===== config.mk =====
export PLATFORM = sky130hd
export DESIGN_NAME = erm_queue
export DESIGN_NICKNAME = d
export VERILOG_FILES = /design/src/rtl/erm_pkg.sv /design/src/rtl/erm_queue.sv
export SDC_FILE = /design/constraint.sdc
export NUM_CORES = 1
export LEC_CHECK = 0
export ABC_AREA = 1
export BUFFER_PORTS_ARGS = -buffer_cell sky130_fd_sc_hd__buf_2
export CAP_MARGIN = 25
export CORE_ASPECT_RATIO = 1.75
export CORE_MARGIN = 5
export CORE_UTILIZATION = 40
export CTS_BUF_LIST = sky130_fd_sc_hd__clkbuf_16
export DETAILED_ROUTE_END_ITERATION = 8
export GPL_ROUTABILITY_DRIVEN = 0
export SYNTH_ARGS = -nofsm -noshare
export SYNTH_HDL_FRONTEND = slang
export SYNTH_SLANG_ARGS = --single-unit

===== constraint.sdc =====
create_clock -name clk -period 4.47 [get_ports clk]
set_clock_uncertainty 0.2 [all_clocks]
set_input_delay 0.447 -clock clk [delete_from_list [all_inputs] [get_ports clk]]
set_output_delay 0.447 -clock clk [all_outputs]
set_load 0.005 [all_outputs]

===== src/rtl/erm_pkg.sv =====
`timescale 1ns / 1ps
package erm_pkg;

  localparam int ANGLE_W = 18;
  localparam int ORDER_W = 3;
  localparam int OUT_W   = 16;
  localparam int R_W     = 17;
  localparam int M_W     = 15;
  localparam int HI_W    = 42;
  localparam int LO_W    = 30;
  localparam int V_W     = 20;
  localparam int RQ_W    = 47;
  localparam int XY_W    = 34;
  localparam int Z_W     = 44;
  localparam int MAX_STAGES = 30;
  localparam int OUT_FB  = 14;
  localparam int OUT_LIM = 16384;

  localparam logic signed [19:0] FULL_TURN = 20'sd92160;
  localparam logic signed [19:0] TWO_TURNS = 20'sd184320;
  localparam logic [R_W-1:0] QTR1 = 17'd23040;
  localparam logic [R_W-1:0] QTR2 = 17'd46080;
  localparam logic [R_W-1:0] QTR3 = 17'd69120;

  localparam logic [63:0] PI_Q60 = 64'h3243F6A8885A308D;
  localparam longint PI40 = longint'((PI_Q60 + 64'd524288) >> 20);
  localparam longint PI_DEN = 46080;
  // t = m*RAD_Q + ((m*RAD_R + 23040) >> 10) / 45
  localparam logic [26:0] RAD_Q = 27'(PI40 / PI_DEN);
  localparam logic [14:0] RAD_R = 15'(PI40 % PI_DEN);
  localparam logic [30:0] RAD_BIAS = 31'd23040;
  localparam int RAD_SHIFT = 10;
  localparam logic [26:0] RECIP45 = 27'(((64'd1 << 32) + 64'd44) / 64'd45);
  localparam int RECIP_SHIFT = 32;

  localparam logic signed [XY_W-1:0] CORDIC_K = 34'sh026DD3B6A;

  localparam int Q_DEPTH = 4;
  localparam int Q_AW    = 2;

  typedef enum logic [ORDER_W-1:0] {
    ORD_XYZ = 3'd0,
    ORD_YXZ = 3'd1,
    ORD_YZX = 3'd2,
    ORD_XZY = 3'd3,
    ORD_ZYX = 3'd4,
    ORD_ZXY = 3'd5
  } order_t;

  typedef struct packed {
    logic full;
    logic empty;
  } q_stat_t;

  typedef longint atan_tab_t [MAX_STAGES];

  // restoring division, elaboration only
  function automatic longint cdiv(longint num, longint den);
    longint q;
    longint r;
    q = 0;
    r = 0;
    for (int b = 62; b >= 0; b--) begin
      r = (r << 1) | ((num >> b) & 64'sd1);
      if (r >= den) begin
        r = r - den;
        q = q | (64'sd1 << b);
      end
    end
    return q;
  endfunction

  function automatic longint atan_q40(int i);
    longint sum;
    longint term;
    sum = 0;
    if (i == 0) begin
      return PI40 >>> 2;
    end
    for (int k = 0; i * (2 * k + 1) <= 40; k++) begin
      term = cdiv(longint'(1) << (40 - i * (2 * k + 1)), longint'(2 * k + 1));
      sum = ((k & 1) != 0) ? sum - term : sum + term;
    end
    return sum;
  endfunction

  function automatic atan_tab_t build_atan();
    atan_tab_t t;
    for (int i = 0; i < MAX_STAGES; i++) begin
      t[i] = atan_q40(i);
    end
    return t;
  endfunction

  localparam atan_tab_t ATAN_TAB = build_atan();

endpackage


===== src/rtl/erm_queue.sv =====
`timescale 1ns / 1ps
module erm_queue #(
  parameter int WIDTH = 99
) (
  input  logic clk,
  input  logic rst,
  input  logic push,
  input  logic [WIDTH-1:0] wdata,
  input  logic pop,
  output logic [WIDTH-1:0] rdata,
  output erm_pkg::q_stat_t stat
);
  import erm_pkg::*;

  logic [WIDTH-1:0] mem [Q_DEPTH];
  logic [Q_AW-1:0] wr_ptr;
  logic [Q_AW-1:0] rd_ptr;
  logic [Q_AW:0] count;

  assign stat.full  = (count == (Q_AW+1)'(Q_DEPTH));
  assign stat.empty = (count == '0);
  assign rdata = mem[rd_ptr];

  always_ff @(posedge clk) begin
    if (push) begin
      mem[wr_ptr] <= wdata;
    end
  end

  always_ff @(posedge clk) begin
    if (rst) begin
      wr_ptr <= '0;
      rd_ptr <= '0;
      count  <= '0;
    end else begin
      if (push) begin
        wr_ptr <= wr_ptr + 1'b1;
      end
      if (pop) begin
        rd_ptr <= rd_ptr + 1'b1;
      end
      if (push && !pop) begin
        count <= count + 1'b1;
      end else if (pop && !push) begin
        count <= count - 1'b1;
      end
    end
  end

endmodule


-- Word level (Yosys, flattened, before mapping)
Memory sizes are Yosys's and may differ from the RTL's. A register that Yosys moved wholly into a read port is not among the register bits.
Cells that the tools add are included.
- $add $sub $neg: 4
- reduce and logical (&&, ||, !) cells: 6
- eq/ne operators: 1
- muxes and demuxes: 6
- operators by type and width (operator ; count):
    3-bit 2-to-1 mux ; 2
    2-bit by 1-bit adder with 2-bit output (second input constant) ; 2
    2-bit 2-to-1 mux ; 2
    3-bit by 1-bit adder with 3-bit output (second input constant) ; 1
    3-bit == test (second input constant) ; 1
    3-bit zero test ; 1
    3-bit by 1-bit subtractor with 3-bit output (second input constant) ; 1
    1-bit logical AND ; 2
    1-bit zero test ; 2
    1-bit 2-to-1 mux ; 2
    2-bit nonzero test ; 1
- memory bits (writable): 396
- memories: 1
- flip-flop bits (word level): 7
- input bits: 103
- word-level logic and storage cells: 21
- memories (memory ; depth ; bits a word ; rd ports ; clocked after memory_dff ; write ports ; RTL line ; text):
    mem ; 4 ; 99 ; 1 ; 1 ; 1 ; erm_queue.sv:15 ; logic [WIDTH-1:0] mem [Q_DEPTH];

-- Logic depth before layout (Yosys ltp)
Gate-level depths: netlist (run 1).
- depth after elaboration: 4
- gate-level depth with buffers: 10

-- Least setup slack after synthesis (run 1)
Ideal clock, no wire load.
- kind: flip-flop to flip-flop
- start: register wr_ptr[0]
- end: memory mem[2][0], enable pin
- data arrival time: 2500 ps
- path slack: 1317 ps
- setup time: 452 ps
- required time: 3818 ps
- period minus slack after synthesis: 3153 ps
- buffers on the path: 0
- cell stages (with the launch flop): 5
- cell sequence: dfxtp_1 > inv_1 > ha_1 > nand2_1 > inv_1
- RTL lines (what ; RTL line ; text):
    start, declared ; erm_queue.sv:16 ; logic [Q_AW-1:0] wr_ptr;
    start signal, assigned ; erm_queue.sv:37 ; wr_ptr <= wr_ptr + 1'b1;
    end, declared ; erm_queue.sv:15 ;
No word-level cell before the write port.

==> impl_metrics.toml, run 1 <==
[outcome]
result_of_the_run = "finished, final reports clean"

[sta]
setup_violations = 0
max_slew_margin_pct = 33.33
layout_worst_path_cycle_share_pct = 76.16
final-max-slew-violation-count = 0
final_hold_viol_count = 0
finalCriticalPeriod_ns = 3.404
hold_slack_ns = 0.05466
worst_pin_slew_ns = 1.000
max_clock_freq_mhz = 293.8
final.setup.tns_ns = 0
rsz0062_at_grt = "no"

[global_routing]
antenna_found_initial = 4
first_global_vias = 9593
grt_max_degree = 100
gr-total-overflow = 0
track_usage_pct = 16.22
grt_pass1_wl_um = 52630

[critical_path]
critical_path.max_stage_delay_ns = 0.70
criticalPathCategory = "flop to primary output"
critical_path_arrival_ns = 2.76
worstPathCellList = "buf_4 > o21ai_0 > o22ai_1 > buf_2"
cp.required_ns = 3.82
crit_start_category = "flop"
crit_path_max_fanout = 80
slowest_cell_on_the_critical_path = "sky130_fd_sc_hd__dfxtp_4"
worstSetupEndpointType = "primary output"
timing.critical_path.buf_inv = 2
cpLargestDelayFamily = "buffers and inverters"

[logic_synthesis]
synthesis.instances = 1015
ys_ff_latch = 405
synth-seq-area-share_pct = 80.05
syn_area_per_cell_um2 = 14.86
synthesis.area_um2 = 15080
synth.yosys.warnings = 0
post_synthesis_net_count = 1124
cell_variety_after_synth = 22

[cts]
cts_setup_buffers = 0
htreeDepth = 2
clk_transition_reported_paths_ns = 0.07
cts_tree = "done"
numClockSinks = 405
clk-insertion-delay-late_ns = 0.54
clockBufferDepth = 3
cts.root.buffer_cell = "sky130_fd_sc_hd__clkbuf_16"
cts_made_buffers = 37

[routing]
totalWireLength_um = 34660
firstDrtPassIters = 4
ant_nets = 0
dr.first_iter.drc_count = 450
vias_after_detailed_routing = 9318
via_per_inst = 5.125
drc_viols = 0
avgRoutedWirePerCell_um = 19.07

[placement]
hpwl_um = 19680
portBuffers = 203

[finish]
finalNetCount = 1417
post_route_cells_drive_above_1_share_pct = 20.97
finalCoreUtilization_pct = 50.07
area_growth_syn_to_layout_pct = 24.18

[pwr]
peakVddDrop_uv = 328.4
static-leakage-power_nw = 6.578
cellPowerDensity_nw_per_um2 = 438.4

[floorplan]
floorplan.core_area_um2 = 37400
dieWidth_um = 156.8
pin_count = 204
effective_utilization_at_floorplan_pct = 40.32
die-height_um = 266.9
dieArea_um2 = 41830
rows = 94

[run]
max-cap-violations = 0

[min_path]
min-delay-path-class = "input port to flop"
## cell type report
cell class,count,area [um2]
Clock buffer,37,925.9
Sequential cell,405,12080
Antenna cell,3,7.507
Multi-Input combinational cell,529,2562
Timing Repair Buffer,318,2220
Tap cell,480,600.6
Fill cell,3156,18680
Clock inverter,29,246.5
Inverter,17,83.83
## tightest hold or removal path, stage by stage
cell                      delay (ns)
sky130_fd_sc_hd__buf_2          0.11
sky130_fd_sc_hd__nand2_1        0.05
sky130_fd_sc_hd__inv_1          0.09
sky130_fd_sc_hd__nor2_1         0.06
## synth_stat cells
cell type / number / area, um2
sky130_fd_sc_hd__edfxtp_1: 396 / 11890
sky130_fd_sc_hd__nor2_1: 204 / 765.7
sky130_fd_sc_hd__o21ai_0: 181 / 905.9
sky130_fd_sc_hd__o22ai_1: 99 / 619.3
sky130_fd_sc_hd__clkbuf_1: 40 / 150.1
sky130_fd_sc_hd__o21ai_1: 22 / 110.1
sky130_fd_sc_hd__inv_1: 15 / 56.30
sky130_fd_sc_hd__buf_6: 11 / 123.9
sky130_fd_sc_hd__dfxtp_1: 9 / 180.2
sky130_fd_sc_hd__nand2_1: 9 / 33.78
sky130_fd_sc_hd__buf_4: 7 / 52.55
sky130_fd_sc_hd__buf_2: 5 / 25.02
sky130_fd_sc_hd__ha_1: 5 / 62.56
sky130_fd_sc_hd__a21oi_1: 3 / 15.01
sky130_fd_sc_hd__nor3_1: 2 / 10.01
sky130_fd_sc_hd__buf_12: 1 / 20.02
sky130_fd_sc_hd__clkinv_4: 1 / 8.760
sky130_fd_sc_hd__fa_1: 1 / 20.02
sky130_fd_sc_hd__inv_6: 1 / 8.760
sky130_fd_sc_hd__nand3_1: 1 / 5.000
sky130_fd_sc_hd__nand4_1: 1 / 6.260
sky130_fd_sc_hd__xor2_1: 1 / 8.760
## logic make-up after synthesis
kind of cell               count (synthesis)  share of synthesized area, %
buffers and inverters                     81                         2.954
and+or+nand+nor                          217                         5.443
AOI/OAI and AO/OA                        305                         10.94
DFF                                      405                         80.05
adders and majority gates                  6                        0.5476
xor gates and xnor gates                   1                       0.05809
## routing by layer
metal | global-route usage, % | wire length [um] | up-vias
met4 | 5.939 | 1069 | 2
met2 | 30.25 | 19110 | 228
met1 | 18.53 | 13150 | 4618
met3 | 2.498 | 1318 | 60
li1 | - | - | 4410
met5 | 0 | 13 | -
## report_power, final
part | total, mW | internal, mW | switching [mW]
sequential | 4.39 | 4.34 | 0.0521
clock | 3.06 | 1.75 | 1.31
combinational | 0.759 | 0.297 | 0.462
## registers in the layout, indices dropped and copies added (netlist names), named ones only
register / count
wr_ptr: 2
mem: 396
count: 3
rd_ptr: 2
## repair_timing
| action | CTS | global route |
|---|---|---|
| hold buffers | 100 | 0 |
| resized for setup | 0 | 0 |
| endpoints found under the hold margin | 397 | 0 |
## metrics by stage
stage / cell area, um2 / cells / worst slack, ns / total power, mW
after detailed placement: 16520 / 1648 / 1.611 / 5.177
after floorplan: 15080 / 1015 / 1.317 / 4.833
after global routing: 18730 / 1818 / 0.8302 / 8.534
after CTS: 18690 / 1814 / 1.014 / 8.297
after global placement: 16490 / 1647 / 1.647 / 5.154
final: 18730 / 1818 / 1.066 / 8.210
## worst paths after layout
| path | startpoint | to | slack [ns] | depth (start not counted) |
|---|---|---|---|---|
| min reg2reg | rd_ptr[1] | flop | 0.24 | 1 |
| max reg2reg | wr_ptr[0] | mem[0][87] | 2.14 | 5 |
| max | flop | rdata[54] | 1.07 | 4 |
| min | pop | flop | 0.05 | 4 |
## cells in the final DEF, fill, tap and decap left out, types with 2 or more instances in the layout
cell type	count
sky130_fd_sc_hd__bufinv_16	4
sky130_fd_sc_hd__clkinv_1	7
sky130_fd_sc_hd__inv_6	3
sky130_fd_sc_hd__a21oi_1	3
sky130_fd_sc_hd__clkinv_4	2
sky130_fd_sc_hd__dfxtp_1	7
sky130_fd_sc_hd__edfxtp_1	396
sky130_fd_sc_hd__buf_4	9
sky130_fd_sc_hd__o21ai_1	22
sky130_fd_sc_hd__inv_1	16
sky130_fd_sc_hd__buf_12	4
sky130_fd_sc_hd__o21ai_0	181
sky130_fd_sc_hd__dlygate4sd3_1	100
sky130_fd_sc_hd__clkinv_2	8
sky130_fd_sc_hd__o22ai_1	99
sky130_fd_sc_hd__clkinvlp_4	2
sky130_fd_sc_hd__ha_1	5
sky130_fd_sc_hd__diode_2	3
sky130_fd_sc_hd__clkbuf_16	37
sky130_fd_sc_hd__buf_2	203
sky130_fd_sc_hd__inv_4	4
sky130_fd_sc_hd__nand2_1	9
sky130_fd_sc_hd__buf_16	2
sky130_fd_sc_hd__nor2_1	204
sky130_fd_sc_hd__nor3_1	2
sky130_fd_sc_hd__dfxtp_4	2
Note: power is estimated with default switching activity, not from simulation.
==> run 2: changes to the inputs <==
Clock period 4.47 ns to 2.84 ns, I/O delays scaled along.
==> impl_metrics.toml, run 2 (synthesis gave the netlist of run 1 again) <==
[finish]
finalNetCount = 1428
leading_cell_type_in_the_layout_fill_and_taps_excluded = "sky130_fd_sc_hd__edfxtp_1"
largest_reg_flops = 396
registers.top_by_ff_count = "mem"
area_growth_syn_to_layout_pct = 26.35
final_design_area_no_fill_um2 = 19050
mostFrequentLayoutCells = "sky130_fd_sc_hd__edfxtp_1, sky130_fd_sc_hd__nor2_1, sky130_fd_sc_hd__buf_2"
post_route_cells_drive_above_1_share_pct = 21.36
reg_top3 = "mem (396), count (3)"
final_std_cells_w_o_fill = 1829
finalCoreUtilization_pct = 50.94
fillerInstances = 3157

[global_routing]
gr-total-overflow = 0
first_global_vias = 9860
grt_pass1_wl_um = 55790
antenna_found_initial = 3
track_usage_pct = 17.37
grt_max_degree = 71

[cts]
clk-insertion-delay-late_ns = 0.53
clockBufferDepth = 3
numClockSinks = 405
htreeDepth = 2
cts_made_buffers = 37
cts_setup_buffers = 0
cts.root.buffer_cell = "sky130_fd_sc_hd__clkbuf_16"
cts_tree = "done"
clk_transition_reported_paths_ns = 0.06

[sta]
final_worst_setup_slack_ns = 0.2116
rsz0062_at_grt = "no"
finalCriticalPeriod_ns = 2.628
setup_violations = 0
final_hold_viol_count = 0
final-max-slew-violation-count = 0
worst_pin_slew_ns = 0.6559
layout_worst_path_cycle_share_pct = 92.55
final.setup.tns_ns = 0
hold_slack_ns = 0.2364
max_clock_freq_mhz = 380.5
max_slew_margin_pct = 56.18

[run]
max-cap-violations = 0

[routing]
dr.first_iter.drc_count = 579
drc_viols = 0
vias_after_detailed_routing = 9456
avgRoutedWirePerCell_um = 20.09
totalWireLength_um = 36750
firstDrtPassIters = 5
ant_nets = 0
via_per_inst = 5.170

[floorplan]
dieArea_um2 = 41830
effective_utilization_at_floorplan_pct = 40.32
rows = 94
die-height_um = 266.9
pin_count = 204
dieWidth_um = 156.8
floorplan.core_area_um2 = 37400

[critical_path]
worstPathCellList = "inv_6 > buf_12 > o21ai_0 > o22ai_1 > buf_2"
criticalPathCategory = "flop to primary output"
crit_path_max_fanout = 63
crit_start_category = "flop"
critical_path.max_stage_delay_ns = 0.61
cp.required_ns = 2.36
critical_path_arrival_ns = 2.14
cpLargestDelayFamily = "flip-flops"
slowest_cell_on_the_critical_path = "sky130_fd_sc_hd__dfxtp_4"
worst_r2r_path_depth = 5
cp.depth = 5
timing.critical_path.buf_inv = 3
worstSetupEndpointType = "primary output"

[outcome]
result_of_the_run = "finished, final reports clean"

[pwr]
report.power.total_mw = 13.48
peakVddDrop_uv = 558.8
static-leakage-power_nw = 6.701
cellPowerDensity_nw_per_um2 = 707.6

[placement]
hpwl_um = 21840
portBuffers = 203
place_ws_ns = 0.6304
dp_cells = 1658
dpl_cell_area_um2 = 16710

[min_path]
min-delay-path-class = "flop to flop"
hold_depth = 1
## run 2: per-layer routing
metal  wire length, um  vias to the layer above  GRT usage, %
met2             20300                      243         32.76
met4              1095                        4         6.268
met3              1677                       66         3.050
met1             13660                     4691         19.29
met5                14                        -             0
li1                  -                     4452             -
## run 2: worst register-to-register path: stages (launching register included)
cell                         delay (ns)
sky130_fd_sc_hd__dfxtp_1           0.37
sky130_fd_sc_hd__inv_1             0.09
sky130_fd_sc_hd__ha_1              0.18
sky130_fd_sc_hd__nand2_1           0.10
sky130_fd_sc_hd__clkinvlp_4        0.54
sky130_fd_sc_hd__buf_12            0.43
## run 2: layout make-up
type                       instances  area, um2  area share [%]
antenna                            1      2.502         0.01313
clock buffer                      39      975.9           5.122
clock inverter                    29      335.3           1.760
inverter                          17      88.84          0.4662
multi-input combinational        529       2562           13.45
sequential                       405      12080           63.40
tap                              480      600.6           3.152
timing repair buffer             329       2409           12.64
## run 2: final timing paths
path                                start    endpoint  slack [ns]
worst max register to register  wr_ptr[1]  mem[1][21]        0.64
worst max-delay path                 flop    rdata[8]        0.21
worst min-delay path            rd_ptr[1]        flop        0.24
worst min register to register  rd_ptr[1]        flop        0.24
## run 2: timing repair
action	in CTS	in global routing
setup endpoints to repair	0	1
hold buffers	102	0
endpoints found under the hold margin	405	0
resized for setup	0	1
## run 2: power breakdown
group / internal, mW / leakage, nW / switching [mW]
registers: 6.83 / 3.71 / 0.0754
logic: 0.499 / 2.32 / 0.767
clock network: 3.22 / 0.664 / 2.10
